===== config.mk =====
export PLATFORM = sky130hd
export DESIGN_NAME = expression_language_tokenizer
export DESIGN_NICKNAME = d
export VERILOG_FILES = /design/src/elt_pkg.sv /design/src/elt_scan.sv /design/src/elt_queue.sv /design/src/expression_language_tokenizer.sv
export SDC_FILE = /design/constraint.sdc
export NUM_CORES = 1
export LEC_CHECK = 0
export BUFFER_PORTS_ARGS = -buffer_cell sky130_fd_sc_hd__buf_2
export CAP_MARGIN = 30
export CORE_ASPECT_RATIO = 0.7
export CORE_MARGIN = 3
export CORE_UTILIZATION = 35
export CTS_CLUSTER_DIAMETER = 60
export DETAILED_ROUTE_END_ITERATION = 7
export HOLD_SLACK_MARGIN = 0.03
export SYNTH_ARGS = -nofsm -noshare
export SYNTH_HDL_FRONTEND = slang
export SYNTH_SLANG_ARGS = --single-unit

===== constraint.sdc =====
create_clock -name clock -period 11.3 [get_ports clock]
set_clock_uncertainty 0.05 [all_clocks]
set_input_delay 0 -clock clock [delete_from_list [all_inputs] [get_ports clock]]
set_output_delay 0 -clock clock [all_outputs]
set_load 0.005 [all_outputs]

===== src/elt_pkg.sv =====
package elt_pkg;

   // Width of the running byte position counter.
   localparam int POS_BITS = 16;

   // Token queue between the scanner and the result port.
   localparam int QUEUE_DEPTH = 4;
   localparam int QUEUE_IDX_BITS = $clog2(QUEUE_DEPTH);
   localparam int QUEUE_CNT_BITS = $clog2(QUEUE_DEPTH + 1);

   // Token kinds.
   localparam logic [4:0] K_SET     = 5'd0;
   localparam logic [4:0] K_RETURN  = 5'd1;
   localparam logic [4:0] K_LBRACE  = 5'd2;
   localparam logic [4:0] K_RBRACE  = 5'd3;
   localparam logic [4:0] K_LPAREN  = 5'd4;
   localparam logic [4:0] K_RPAREN  = 5'd5;
   localparam logic [4:0] K_COLON   = 5'd6;
   localparam logic [4:0] K_SEMI    = 5'd7;
   localparam logic [4:0] K_ASSIGN  = 5'd8;
   localparam logic [4:0] K_AND     = 5'd9;
   localparam logic [4:0] K_OR      = 5'd10;
   localparam logic [4:0] K_NOT     = 5'd11;
   localparam logic [4:0] K_XOR     = 5'd12;
   localparam logic [4:0] K_LSHIFT  = 5'd13;
   localparam logic [4:0] K_RSHIFT  = 5'd14;
   localparam logic [4:0] K_PLUS    = 5'd15;
   localparam logic [4:0] K_MINUS   = 5'd16;
   localparam logic [4:0] K_STAR    = 5'd17;
   localparam logic [4:0] K_DIV     = 5'd18;
   localparam logic [4:0] K_ID      = 5'd19;
   localparam logic [4:0] K_DEC     = 5'd20;
   localparam logic [4:0] K_HEX     = 5'd21;
   localparam logic [4:0] K_UNKNOWN = 5'd22;
   localparam logic [4:0] K_END     = 5'd23;

   // One result beat.
   typedef struct packed {
      logic [4:0]  kind;
      logic [15:0] start;
      logic [15:0] length;
      logic        last;
   } token_type;

   // Tokens the scanner hands to the queue for one accepted beat.
   typedef struct packed {
      logic      valid0;
      logic      valid1;
      token_type tok0;
      token_type tok1;
   } push_type;

endpackage


===== src/elt_scan.sv =====
module elt_scan (
   input  logic              clock,
   input  logic              reset,
   input  logic              accept,
   input  logic [7:0]        source_byte,
   input  logic              end_of_source,
   output elt_pkg::push_type push
);

   // Scan modes.
   localparam logic [3:0] MODE_IDLE    = 4'd0;
   localparam logic [3:0] MODE_IDENT   = 4'd1;
   localparam logic [3:0] MODE_DEC     = 4'd2;
   localparam logic [3:0] MODE_ZERO    = 4'd3;
   localparam logic [3:0] MODE_HEX     = 4'd4;
   localparam logic [3:0] MODE_SLASH   = 4'd5;
   localparam logic [3:0] MODE_GT      = 4'd6;
   localparam logic [3:0] MODE_LT      = 4'd7;
   localparam logic [3:0] MODE_COMMENT = 4'd8;

   // Keyword candidates.
   localparam logic [1:0] KC_NONE   = 2'd0;
   localparam logic [1:0] KC_SET    = 2'd1;
   localparam logic [1:0] KC_RETURN = 2'd2;

   function automatic logic is_digit(input logic [7:0] c);
      return c >= "0" && c <= "9";
   endfunction

   function automatic logic is_alpha(input logic [7:0] c);
      return (c >= "a" && c <= "z") || (c >= "A" && c <= "Z");
   endfunction

   function automatic logic is_word(input logic [7:0] c);
      return is_alpha(c) || is_digit(c) || c == "_";
   endfunction

   function automatic logic is_xdigit(input logic [7:0] c);
      return is_digit(c) || (c >= "a" && c <= "f") || (c >= "A" && c <= "F");
   endfunction

   function automatic logic is_space(input logic [7:0] c);
      return c == " " || (c >= 8'd9 && c <= 8'd13);
   endfunction

   function automatic logic [4:0] punct_kind(input logic [7:0] c);
      logic [4:0] k;
      unique case (c)
         "{":     k = elt_pkg::K_LBRACE;
         "}":     k = elt_pkg::K_RBRACE;
         "(":     k = elt_pkg::K_LPAREN;
         ")":     k = elt_pkg::K_RPAREN;
         ":":     k = elt_pkg::K_COLON;
         ";":     k = elt_pkg::K_SEMI;
         "=":     k = elt_pkg::K_ASSIGN;
         "&":     k = elt_pkg::K_AND;
         "|":     k = elt_pkg::K_OR;
         "~":     k = elt_pkg::K_NOT;
         "^":     k = elt_pkg::K_XOR;
         "+":     k = elt_pkg::K_PLUS;
         "-":     k = elt_pkg::K_MINUS;
         "*":     k = elt_pkg::K_STAR;
         default: k = elt_pkg::K_UNKNOWN;
      endcase
      return k;
   endfunction

   // Character of a keyword at a given place; zero past its end.
   function automatic logic [7:0] kw_char(input logic [1:0] cand, input logic [2:0] idx);
      logic [7:0] ch;
      ch = 8'h00;
      if (cand == KC_SET) begin
         unique case (idx)
            3'd0:    ch = "s";
            3'd1:    ch = "e";
            3'd2:    ch = "t";
            default: ch = 8'h00;
         endcase
      end else if (cand == KC_RETURN) begin
         unique case (idx)
            3'd0:    ch = "r";
            3'd1:    ch = "e";
            3'd2:    ch = "t";
            3'd3:    ch = "u";
            3'd4:    ch = "r";
            3'd5:    ch = "n";
            default: ch = 8'h00;
         endcase
      end
      return ch;
   endfunction

   function automatic logic [2:0] kw_len(input logic [1:0] cand);
      return (cand == KC_SET) ? 3'd3 : 3'd6;
   endfunction

   logic [3:0]                   mode_ff, mode_in;
   logic [elt_pkg::POS_BITS-1:0] pos_ff, pos_in;
   logic [elt_pkg::POS_BITS-1:0] start_ff, start_in;
   logic [15:0]                  len_ff, len_in;
   logic [2:0]                   kprog_ff, kprog_in;
   logic [1:0]                   kcand_ff, kcand_in;

   logic                         pend_has;
   logic [4:0]                   pend_kind;
   logic                         close_v, sec_v, do_close, do_start;
   elt_pkg::token_type           close_tok, sec_tok;
   logic [15:0]                  len_grown;

   // Kind of the open token if it were closed now.
   always_comb begin
      pend_has  = 1'b1;
      pend_kind = elt_pkg::K_UNKNOWN;
      unique case (mode_ff)
         MODE_IDENT: begin
            pend_kind = elt_pkg::K_ID;
            if (kcand_ff == KC_SET && kprog_ff == 3'd3) begin
               pend_kind = elt_pkg::K_SET;
            end
            if (kcand_ff == KC_RETURN && kprog_ff == 3'd6) begin
               pend_kind = elt_pkg::K_RETURN;
            end
         end
         MODE_DEC, MODE_ZERO: pend_kind = elt_pkg::K_DEC;
         MODE_HEX:            pend_kind = elt_pkg::K_HEX;
         MODE_SLASH:          pend_kind = elt_pkg::K_DIV;
         MODE_GT, MODE_LT:    pend_kind = elt_pkg::K_UNKNOWN;
         default:             pend_has  = 1'b0;
      endcase
   end

   assign len_grown = (len_ff != 16'hFFFF) ? len_ff + 16'd1 : len_ff;

   // Next scan state and the tokens this byte closes.
   always_comb begin
      mode_in   = mode_ff;
      pos_in    = pos_ff;
      start_in  = start_ff;
      len_in    = len_ff;
      kprog_in  = kprog_ff;
      kcand_in  = kcand_ff;
      close_v   = 1'b0;
      sec_v     = 1'b0;
      do_close  = 1'b0;
      do_start  = 1'b0;
      sec_tok   = '0;

      close_tok.kind   = pend_kind;
      close_tok.start  = 16'(start_ff);
      close_tok.length = len_ff;
      close_tok.last   = 1'b0;

      if (end_of_source || source_byte == 8'h00) begin
         // End of source: flush, emit the end token and return to reset state.
         close_v        = pend_has;
         sec_v          = 1'b1;
         sec_tok.kind   = elt_pkg::K_END;
         sec_tok.start  = 16'(pos_ff);
         sec_tok.length = 16'd0;
         mode_in        = MODE_IDLE;
         pos_in         = '0;
         start_in       = '0;
         len_in         = '0;
         kprog_in       = '0;
         kcand_in       = KC_NONE;
      end else begin
         pos_in = pos_ff + 1'b1;
         unique case (mode_ff)
            MODE_COMMENT: begin
               if (source_byte == 8'h0A || source_byte == 8'h0D) begin
                  mode_in = MODE_IDLE;
               end
            end
            MODE_IDENT: begin
               if (is_word(source_byte)) begin
                  len_in = len_grown;
                  if (kcand_ff != KC_NONE) begin
                     if (kprog_ff < kw_len(kcand_ff) &&
                         kw_char(kcand_ff, kprog_ff) == source_byte) begin
                        kprog_in = kprog_ff + 3'd1;
                     end else begin
                        kcand_in = KC_NONE;
                     end
                  end
               end else begin
                  do_close = 1'b1;
                  do_start = 1'b1;
               end
            end
            MODE_DEC: begin
               if (is_digit(source_byte)) begin
                  len_in = len_grown;
               end else begin
                  do_close = 1'b1;
                  do_start = 1'b1;
               end
            end
            MODE_ZERO: begin
               if (source_byte == "x" || source_byte == "X") begin
                  mode_in = MODE_HEX;
                  len_in  = len_grown;
               end else if (is_digit(source_byte)) begin
                  mode_in = MODE_DEC;
                  len_in  = len_grown;
               end else begin
                  do_close = 1'b1;
                  do_start = 1'b1;
               end
            end
            MODE_HEX: begin
               if (is_xdigit(source_byte)) begin
                  len_in = len_grown;
               end else begin
                  do_close = 1'b1;
                  do_start = 1'b1;
               end
            end
            MODE_SLASH: begin
               if (source_byte == "/") begin
                  mode_in = MODE_COMMENT;
               end else begin
                  do_close = 1'b1;
                  do_start = 1'b1;
               end
            end
            MODE_GT, MODE_LT: begin
               if ((mode_ff == MODE_GT && source_byte == ">") ||
                   (mode_ff == MODE_LT && source_byte == "<")) begin
                  sec_v          = 1'b1;
                  sec_tok.kind   = (mode_ff == MODE_GT) ? elt_pkg::K_RSHIFT
                                                        : elt_pkg::K_LSHIFT;
                  sec_tok.start  = 16'(start_ff);
                  sec_tok.length = 16'd2;
                  mode_in        = MODE_IDLE;
               end else begin
                  do_close = 1'b1;
                  do_start = 1'b1;
               end
            end
            default: begin
               do_start = 1'b1;
            end
         endcase

         // Close the open token.
         if (do_close) begin
            close_v  = pend_has;
            mode_in  = MODE_IDLE;
            kcand_in = KC_NONE;
            kprog_in = '0;
         end

         // Classify this byte at a token boundary.
         if (do_start) begin
            mode_in = MODE_IDLE;
            if (is_space(source_byte)) begin
               mode_in = MODE_IDLE;
            end else if (is_alpha(source_byte) || source_byte == "_") begin
               mode_in  = MODE_IDENT;
               start_in = pos_ff;
               len_in   = 16'd1;
               if (source_byte == "s") begin
                  kcand_in = KC_SET;
                  kprog_in = 3'd1;
               end else if (source_byte == "r") begin
                  kcand_in = KC_RETURN;
                  kprog_in = 3'd1;
               end else begin
                  kcand_in = KC_NONE;
                  kprog_in = 3'd0;
               end
            end else if (source_byte == "0") begin
               mode_in  = MODE_ZERO;
               start_in = pos_ff;
               len_in   = 16'd1;
            end else if (is_digit(source_byte)) begin
               mode_in  = MODE_DEC;
               start_in = pos_ff;
               len_in   = 16'd1;
            end else if (source_byte == "/") begin
               mode_in  = MODE_SLASH;
               start_in = pos_ff;
               len_in   = 16'd1;
            end else if (source_byte == ">") begin
               mode_in  = MODE_GT;
               start_in = pos_ff;
               len_in   = 16'd1;
            end else if (source_byte == "<") begin
               mode_in  = MODE_LT;
               start_in = pos_ff;
               len_in   = 16'd1;
            end else begin
               sec_v          = 1'b1;
               sec_tok.kind   = punct_kind(source_byte);
               sec_tok.start  = 16'(pos_ff);
               sec_tok.length = 16'd1;
            end
         end
      end
   end

   // Pack the closed tokens in order; the final one carries the last flag.
   always_comb begin
      push.valid0   = close_v | sec_v;
      push.valid1   = close_v & sec_v;
      push.tok0     = close_v ? close_tok : sec_tok;
      push.tok0.last = ~(close_v & sec_v);
      push.tok1      = sec_tok;
      push.tok1.last = 1'b1;
   end

   // Scan state registers.
   always_ff @(posedge clock) begin
      if (reset) begin
         mode_ff  <= MODE_IDLE;
         pos_ff   <= '0;
         start_ff <= '0;
         len_ff   <= '0;
         kprog_ff <= '0;
         kcand_ff <= KC_NONE;
      end else if (accept) begin
         mode_ff  <= mode_in;
         pos_ff   <= pos_in;
         start_ff <= start_in;
         len_ff   <= len_in;
         kprog_ff <= kprog_in;
         kcand_ff <= kcand_in;
      end
   end

endmodule


===== src/elt_queue.sv =====
module elt_queue (
   input  logic                                 clock,
   input  logic                                 reset,
   input  elt_pkg::push_type                    push,
   input  logic                                 push_en,
   output logic                                 rsp_valid,
   input  logic                                 rsp_stall,
   output elt_pkg::token_type                   rsp_token,
   output logic [elt_pkg::QUEUE_CNT_BITS-1:0]   level
);

   elt_pkg::token_type                  mem_ff [elt_pkg::QUEUE_DEPTH];
   logic [elt_pkg::QUEUE_IDX_BITS-1:0]  head_ff, head_in;
   logic [elt_pkg::QUEUE_CNT_BITS-1:0]  count_ff, count_in;
   logic [elt_pkg::QUEUE_IDX_BITS-1:0]  tail, tail_next;
   logic                                pop, wr0, wr1;

   assign tail      = head_ff + count_ff[elt_pkg::QUEUE_IDX_BITS-1:0];
   assign tail_next = tail + 1'b1;
   assign wr0       = push_en & push.valid0;
   assign wr1       = push_en & push.valid1;

   // The head entry drives the result port; it holds while the receiver stalls.
   assign rsp_valid = count_ff != '0;
   assign rsp_token = mem_ff[head_ff];
   assign pop       = rsp_valid & ~rsp_stall;
   assign level     = count_ff;

   always_comb begin
      head_in  = pop ? head_ff + 1'b1 : head_ff;
      count_in = count_ff + elt_pkg::QUEUE_CNT_BITS'(wr0) + elt_pkg::QUEUE_CNT_BITS'(wr1)
                 - elt_pkg::QUEUE_CNT_BITS'(pop);
   end

   // Token storage, written at the tail.
   always_ff @(posedge clock) begin
      if (wr0) begin
         mem_ff[tail] <= push.tok0;
      end
      if (wr1) begin
         mem_ff[tail_next] <= push.tok1;
      end
   end

   // Pointers.
   always_ff @(posedge clock) begin
      if (reset) begin
         head_ff  <= '0;
         count_ff <= '0;
      end else begin
         head_ff  <= head_in;
         count_ff <= count_in;
      end
   end

endmodule


===== src/expression_language_tokenizer.sv =====
// Streaming tokenizer for a small expression language.
// Request channel: one source byte per beat (req_source_byte), or an end
// marker (req_end_of_source, or a zero byte) that flushes the open token,
// emits an end token and returns the scanner to its reset state.
// Response channel: one token per beat with kind, start offset, length and
// rsp_last_of_item, which marks the final token caused by a request beat.
// A request beat causes zero, one or two tokens.
// Tokens of an accepted beat are registered into the token queue and are
// offered on the response port from the next cycle on, behind older tokens.
// Throughput: one request beat per cycle, limited by the response port,
// which moves one token per cycle out of a four-entry token queue;
// req_stall is raised while fewer than two queue entries are free.
// While the receiver stalls, the offered token holds and the scanner keeps
// taking bytes until fewer than two queue entries are free.
// Reset is synchronous: the scanner returns to idle at position zero and
// the token queue empties.
module expression_language_tokenizer (
   input  logic        clock,
   input  logic        reset,
   input  logic        req_valid,
   output logic        req_stall,
   input  logic [7:0]  req_source_byte,
   input  logic        req_end_of_source,
   output logic        rsp_valid,
   input  logic        rsp_stall,
   output logic [4:0]  rsp_token_kind,
   output logic [15:0] rsp_token_start,
   output logic [15:0] rsp_token_length,
   output logic        rsp_last_of_item
);

   elt_pkg::push_type                   push;
   elt_pkg::token_type                  head_tok;
   logic [elt_pkg::QUEUE_CNT_BITS-1:0]  level;
   logic                                accept;

   // Take a byte only when the queue can absorb the two tokens it may cause.
   assign req_stall = level > elt_pkg::QUEUE_CNT_BITS'(elt_pkg::QUEUE_DEPTH - 2);
   assign accept    = req_valid & ~req_stall;

   elt_scan u_scan (
      .clock         (clock),
      .reset         (reset),
      .accept        (accept),
      .source_byte   (req_source_byte),
      .end_of_source (req_end_of_source),
      .push          (push)
   );

   elt_queue u_queue (
      .clock     (clock),
      .reset     (reset),
      .push      (push),
      .push_en   (accept),
      .rsp_valid (rsp_valid),
      .rsp_stall (rsp_stall),
      .rsp_token (head_tok),
      .level     (level)
   );

   assign rsp_token_kind   = head_tok.kind;
   assign rsp_token_start  = head_tok.start;
   assign rsp_token_length = head_tok.length;
   assign rsp_last_of_item = head_tok.last;

`ifndef SYNTHESIS
   a_level_bound: assert property (@(posedge clock) disable iff (reset)
      level <= elt_pkg::QUEUE_CNT_BITS'(elt_pkg::QUEUE_DEPTH))
      else $error("token queue overfilled");

   a_end_last: assert property (@(posedge clock) disable iff (reset)
      (rsp_valid && rsp_token_kind == elt_pkg::K_END) |->
      (rsp_last_of_item && rsp_token_length == 16'd0))
      else $error("end token not last or has nonzero length");

   a_accept_room: assert property (@(posedge clock) disable iff (reset)
      accept |=> level <= elt_pkg::QUEUE_CNT_BITS'(elt_pkg::QUEUE_DEPTH))
      else $error("byte accepted without queue room");

   a_reset_empty: assert property (@(posedge clock)
      reset |=> !rsp_valid)
      else $error("response valid right after reset");
`endif

endmodule


# Word level (Yosys, flattened, before mapping)
# Memories as Yosys holds them, arrays and structs flattened. A register that Yosys moved wholly into a read port is not among the register bits.
# Index checks and enable logic that the tools add are counted.
# totals
ff_bits	62
ramBits	152
inputBits	13
output_inout_bits	40
wordCells	242
memories	1
# classes
addsub	9
magnitude_cmp	12
eq_ne	49
muxes	119
n_bitwise	9
reduce_logical	35
# mem_list
memory	words	width	read_ports	rd_clocked_by_memory_dff	write_ports	line_no	rtl
u_queue.mem_ff	4	38	1	1	2	elt_queue.sv:12	elt_pkg::token_type mem_ff [elt_pkg::QUEUE_DEPTH];
# ops
cell	n
two-way mux 37 bit	11
two-way mux 16 bit	24
equality test 8 x 6 -> 1 bit, second input constant	14
equality test 8 x 7 -> 1 bit, second input constant	10
one-hot mux 5 bit (14 select lines)	1
one-hot mux 16 bit (4 select lines)	1
two-way mux 4 bit	14
two-way mux 8 bit	6
two-way mux 38 bit	1
two-way mux 3 bit	12
one-hot mux 7 bit (5 select lines)	1
adder 16 x 1 -> 16 bit, second input constant	2
less-or-equal comparator 8 x 7 -> 1 bit, second input constant	4
two-way mux 2 bit	14
two-way mux 1 bit	27
one-hot mux 7 bit (3 select lines)	1
one-hot mux 5 bit (4 select lines)	1
equality test 4 x 3 -> 1 bit, second input constant	4
equality test 8 x 4 -> 1 bit, second input constant	2
greater-or-equal comparator 8 x 7 -> 1 bit, second input constant	2
inequality test 16 bit, second input constant	1
one-hot mux 4 bit (4 select lines)	1
inequality test 5 x 1 -> 1 bit, second input constant	3
nonzero test 7 bit	2
38 further kinds	74

# Longest topological paths before layout
# logic_depth
depth_word	20
mapped_depth	17
ltp_nobuf	13

# Modules after synthesis
# A second synthesis with hierarchy kept.
# unflattened
hier_cells	1033
hier_area_um2	12747.2
# by_module_without_submodules
module	instances	cells_per_inst	area_each_um2	seq_area_each_um2
elt_queue	1	414	7988.9	4704.5
elt_scan	1	616	4740.8	1141.1
expression_language_tokenizer	1	3	17.5	0.0

# Least setup slack after synthesis
# OpenSTA, ideal clock, no wires.
# synth_timing
path_kind	flip-flop to flip-flop
start	register u_scan.mode_ff[3]
end	register u_queue.count_ff, in the netlist u_queue.level[2]
setup_time_ns	0.128
arrival_ns	3.443
required_time_ns	11.122
slack_ns	7.680
path_stages_with_launch	18
n_path_buf	5
synth_period_minus_slack_ns	3.620
cell_sequence	dfxtp_1 -> clkbuf_1 -> nor2_1 -> nand3_1 -> a211o_1 -> o211a_1 -> buf_6 -> a21oi_2 -> buf_6 -> buf_2 -> buf_2 -> o21ai_0 -> ha_1 -> inv_1 -> fa_1 -> fa_1 -> xor2_1 -> nor2_1
# synth_between
elab_chain_len	19
elab_cells_between_ends	39
classes_between	add/sub: 3; eq/ne: 8; mux: 19; bitwise: 4; reduce/logical: 5
# synth_lines
item	line_no	rtl
start: declaration	elt_scan.sv:97	logic [3:0] mode_ff, mode_in;
start signal: assignment	elt_scan.sv:322	mode_ff <= mode_in;
equality test 4 x 3 -> 1 bit (on tied branches)	-	
logical AND 1 bit (on tied branches)	elt_scan.sv:227, elt_scan.sv:228	
logical OR 1 bit	elt_scan.sv:227	if ((mode_ff == MODE_GT && source_byte == ">") ||
two-way mux 1 bit	elt_scan.sv:227	
two-way mux 1 bit	elt_scan.sv:168	unique case (mode_ff)
two-way mux 1 bit	elt_scan.sv:288	end else if (source_byte == "<") begin
two-way mux 1 bit	elt_scan.sv:284	end else if (source_byte == ">") begin
two-way mux 1 bit	elt_scan.sv:280	end else if (source_byte == "/") begin
[3 not listed]	-	
two-way mux 1 bit	elt_scan.sv:256	if (is_space(source_byte)) begin
two-way mux 1 bit	elt_scan.sv:254	if (do_start) begin
two-way mux 1 bit	elt_scan.sv:153	if (end_of_source || source_byte == 8'h00) begin
bitwise OR 1 bit	elt_scan.sv:304	push.valid0 = close_v | sec_v;
bitwise AND 1 bit	elt_queue.sv:20	assign wr0 = push_en & push.valid0;
adder 3 x 1 -> 3 bit	elt_queue.sv:31	count_in = count_ff + elt_pkg::QUEUE_CNT_BITS'(wr0) + elt_pkg::QUEUE_CNT_BITS'(wr1)
adder 3 x 1 -> 3 bit (*)	elt_queue.sv:31	
subtractor 3 x 1 -> 3 bit (*)	elt_queue.sv:32	- elt_pkg::QUEUE_CNT_BITS'(pop);
end signal: assignment	elt_queue.sv:52	count_ff <= count_in;
end: declaration	elt_queue.sv:14	logic [elt_pkg::QUEUE_CNT_BITS-1:0] count_ff, count_in;
# Every way passes the cells marked *; elsewhere a longest branch is shown, timed or not. The select of a mux whose other input is x is not followed.
# A chain may end at the register's enable or synchronous reset.

==> flow_metrics.tcl <==
set metrics [dict create \
    status "finished clean" \
    fin_setup_tns_ns 0 \
    fmax_ghz 0.206 \
    synth.yosys.seq_area_share_pct 46.6 \
    std_cell_rows 54 \
    root_buffer "clkbuf_16" \
    synth_nets 1097 \
    grt_pass1_wl_um 51000 \
    coreArea_um2 31400 \
    synth_largest_area_cell "edfxtp_1" \
    async_flop_share_pct 0 \
    seqPwrFrac_pct 41.1 \
    yosys-top-cells-area "edfxtp_1 (25%), dfxtp_1 (22%), mux4_2 (7.6%)" \
    slew_headroom_pct 28.9 \
    static-leakage-power_nw 4.15 \
    drc 0 \
    grt_usage_pct 18.9 \
    final_cell_mix "dfxtp_1 (122), edfxtp_1 (92), nand2_1 (76)" \
    hold_viol 0 \
    clk_path_buf_depth 3 \
    cts_buffers 22 \
    yosys_register_bits 216 \
    drive_gt1_share_pct 16.5 \
    fin_nets 1104 \
    synth-edff-count 92 \
    grt_pass1_vias 8589 \
    wl_met1_um 15800 \
    port_buffers 52 \
    rsz0062_at_grt "false" \
    avgRoutedWirePerCell_um 21.3 \
    synth_fa_ha_area_share_pct 1.58 \
    ys_warn_count 0 \
    cts_setup_buffers 0 \
    fp.dieW_um 220 \
    gp_congestion 0.888 \
    drt_iter0_markers 902 \
    grt_max_degree 49 \
    clk_pin_slew_ns 0.06 \
    die_area_um2 34400 \
    antenna_cells 0 \
    combPwrFrac_pct 26.1 \
    cp-start-kind "flip-flop" \
    die_h_um 156 \
    antenna_found_initial 0 \
    synth_compound_area_share_pct 23.2 \
    cts-resized-gates 0 \
    hold-worst-slack_ns 0.136 \
    clkPwrFrac_pct 32.9 \
    ys_types 86 \
    preCtsSetupSlack_ns 6.57 \
    met2_length_um 13000 \
    power.switching_mw 0.714 \
    hold_path.class "primary input to flip-flop" \
    initial_core_util_pct 35.8 \
    ys.flop_type "dfxtp_1" \
    internal_power_mw 1.56 \
    top_layer "met4" \
    hpwl_um 21600 \
    first_pass_iters 5 \
    critPathRequiredTime_ns 11.67 \
    syn_inst 1071 \
    nFillCells 3021 \
    syn_avg_cell_area_um2 10.5 \
    cts_max_level 1 \
    finalSetupViolations 0 \
    period_share_pct 42.9 \
    muxShareOfSynthArea_pct 7.88 \
    layout_commonest_cell "dfxtp_1" \
    synthToLayoutAreaGrowth_pct 12.1 \
    vias_per_cell 5.98 \
    vias 9057 \
    fin_ws_ns 6.45 \
    synthSimpleGateAreaFrac_pct 14.1 \
    worstMarginPinSlew_ns 1.07 \
    crit_fanout 48 \
    cp.arrival_ns 5.22 \
    clock_latency_ns 0.52 \
    peakVddDrop_uv 100 \
    clock_sinks 216 \
    drv_slew 0 \
    cts_tree "done" \
    routed_wl_um 32300 \
    setup.worst_path.class "flip-flop to flip-flop" \
    drtAntennaViolNets 0 \
    drv_cap 0 \
    synth_xor_area_share_pct 2.18 \
    end_kind "flip-flop" \
    yosysTopAreaCellShare_pct 24.6 \
    synth_top_family_by_area "compound AO/OA/AOI/OAI gates" \
    power.total_mw 2.27 \
    cellPowerDensity_nw_per_um2 180 \
    pin_count 53 \
    min_period_ns 4.85 \
    sw_frac_of_total_pct 31.4 \
    grt-ovfl-total 0 \
    syn_area_um2 11200 \
    met3_length_um 2970 \
]
power groups by stage:
stage          registers [mW]  clock network, mW  logic (mW)
2_1_floorplan           0.937                  0       0.382
3_3_place_gp            0.957                  0       0.560
3_5_place_dp            0.951                  0       0.595
4_1_cts                 0.934              0.759       0.600
5_1_grt                 0.941              0.794       0.650
6_report                0.934              0.747       0.593
layout make-up:
class / count / area, um^2 / share of cell area (%)
inverters: 23 / 86.3 / 0.685
clock buffers: 27 / 579 / 4.59
well taps: 420 / 526 / 4.17
flip-flops and latches: 216 / 5250 / 41.6
repair buffers: 73 / 483 / 3.83
clock inverters: 13 / 158 / 1.25
multi-input cells: 742 / 5530 / 43.9
worst paths after layout:
| check | from | end | slack (ns) | cells past startpoint |
|---|---|---|---|---|
| hold / removal | req_source_byte[7] | u_scan.mode_ff[0] | 0.14 | 5 |
| hold reg to reg | u_queue.mem_ff[2][0] | u_queue.mem_ff[2][0] | 0.42 | 1 |
| setup reg to reg | u_scan.mode_ff[2] | u_queue.mem_ff[3][0] | 6.45 | 10 |
| setup / recovery | u_scan.mode_ff[2] | u_queue.mem_ff[3][0] | 6.45 | 10 |
layer usage:
layer	vias up	track usage, %
li1	4173	-
met1	4445	29.9
met2	403	25.6
met3	36	4.65
met4	0	4.17
met5	-	0
Yosys cell counts (6+ instances only):
master    count
nand2_1      76
inv_1        21
nand3_1      28
nor3_1       20
and2_1        9
a31oi_1       6
a22o_1       49
xnor2_1      11
nor2b_1       9
edfxtp_1     92
nand4_1      13
a22oi_1      28
o22ai_1      51
a31o_2        6
o21a_1        9
a211oi_1      8
a21oi_1      39
dfxtp_1     124
ha_1         11
o21ai_1       7
and3_1       12
buf_2        22
mux4_2       38
or3_1        13
xor2_1       17
o21ai_0      57
nand2b_1     16
nor2_1       76
clkbuf_1     49
buf_1        12
a32o_1       29
sequential cells by signal, indices dropped and copies added (netlist names), 3 cells and up, named ones only:
signal	count
u_queue.level	3
u_scan.pos_ff	16
u_scan.kprog_ff	3
u_scan.mode_ff	4
u_scan.len_ff	16
u_queue.mem_ff	152
u_scan.start_ff	16
critical path, cell delays in order, from the launching register on:
cell	delay [ns]
dfxtp_1	0.64
nand3b_1	0.28
nor4_4	0.42
a2bb2oi_2	0.28
and2_2	0.27
a21oi_4	0.07
buf_4	0.31
o31ai_4	0.98
and2_1	0.68
inv_2	0.46
o21a_1	0.28
repair_timing:
item	4_1_cts	5_1_grt
setup endpoints to repair	0	0
hold endpoints to repair	17	0
hold buffers	5	0
cell families (layout without fill, tap and decap cells):
family	Yosys count	after routing
compound gates	350	350
simple gates	310	310
flops	216	216
buf+inv	113	136
mux	41	41
xor+xnor	28	28
fa+ha+maj	13	13
metrics by stage:
stage / utilization (%) / cells / instance area, um^2
floorplan: - / 1071 / 11200
global placement: 37.4 / 1466 / 11700
detailed placement: 37.6 / 1469 / 11800
CTS: 40.1 / 1514 / 12600
global route: 40.1 / 1514 / 12600
finish: 40.1 / 1514 / 12600
Note: power is estimated with default switching activity, not from simulation.
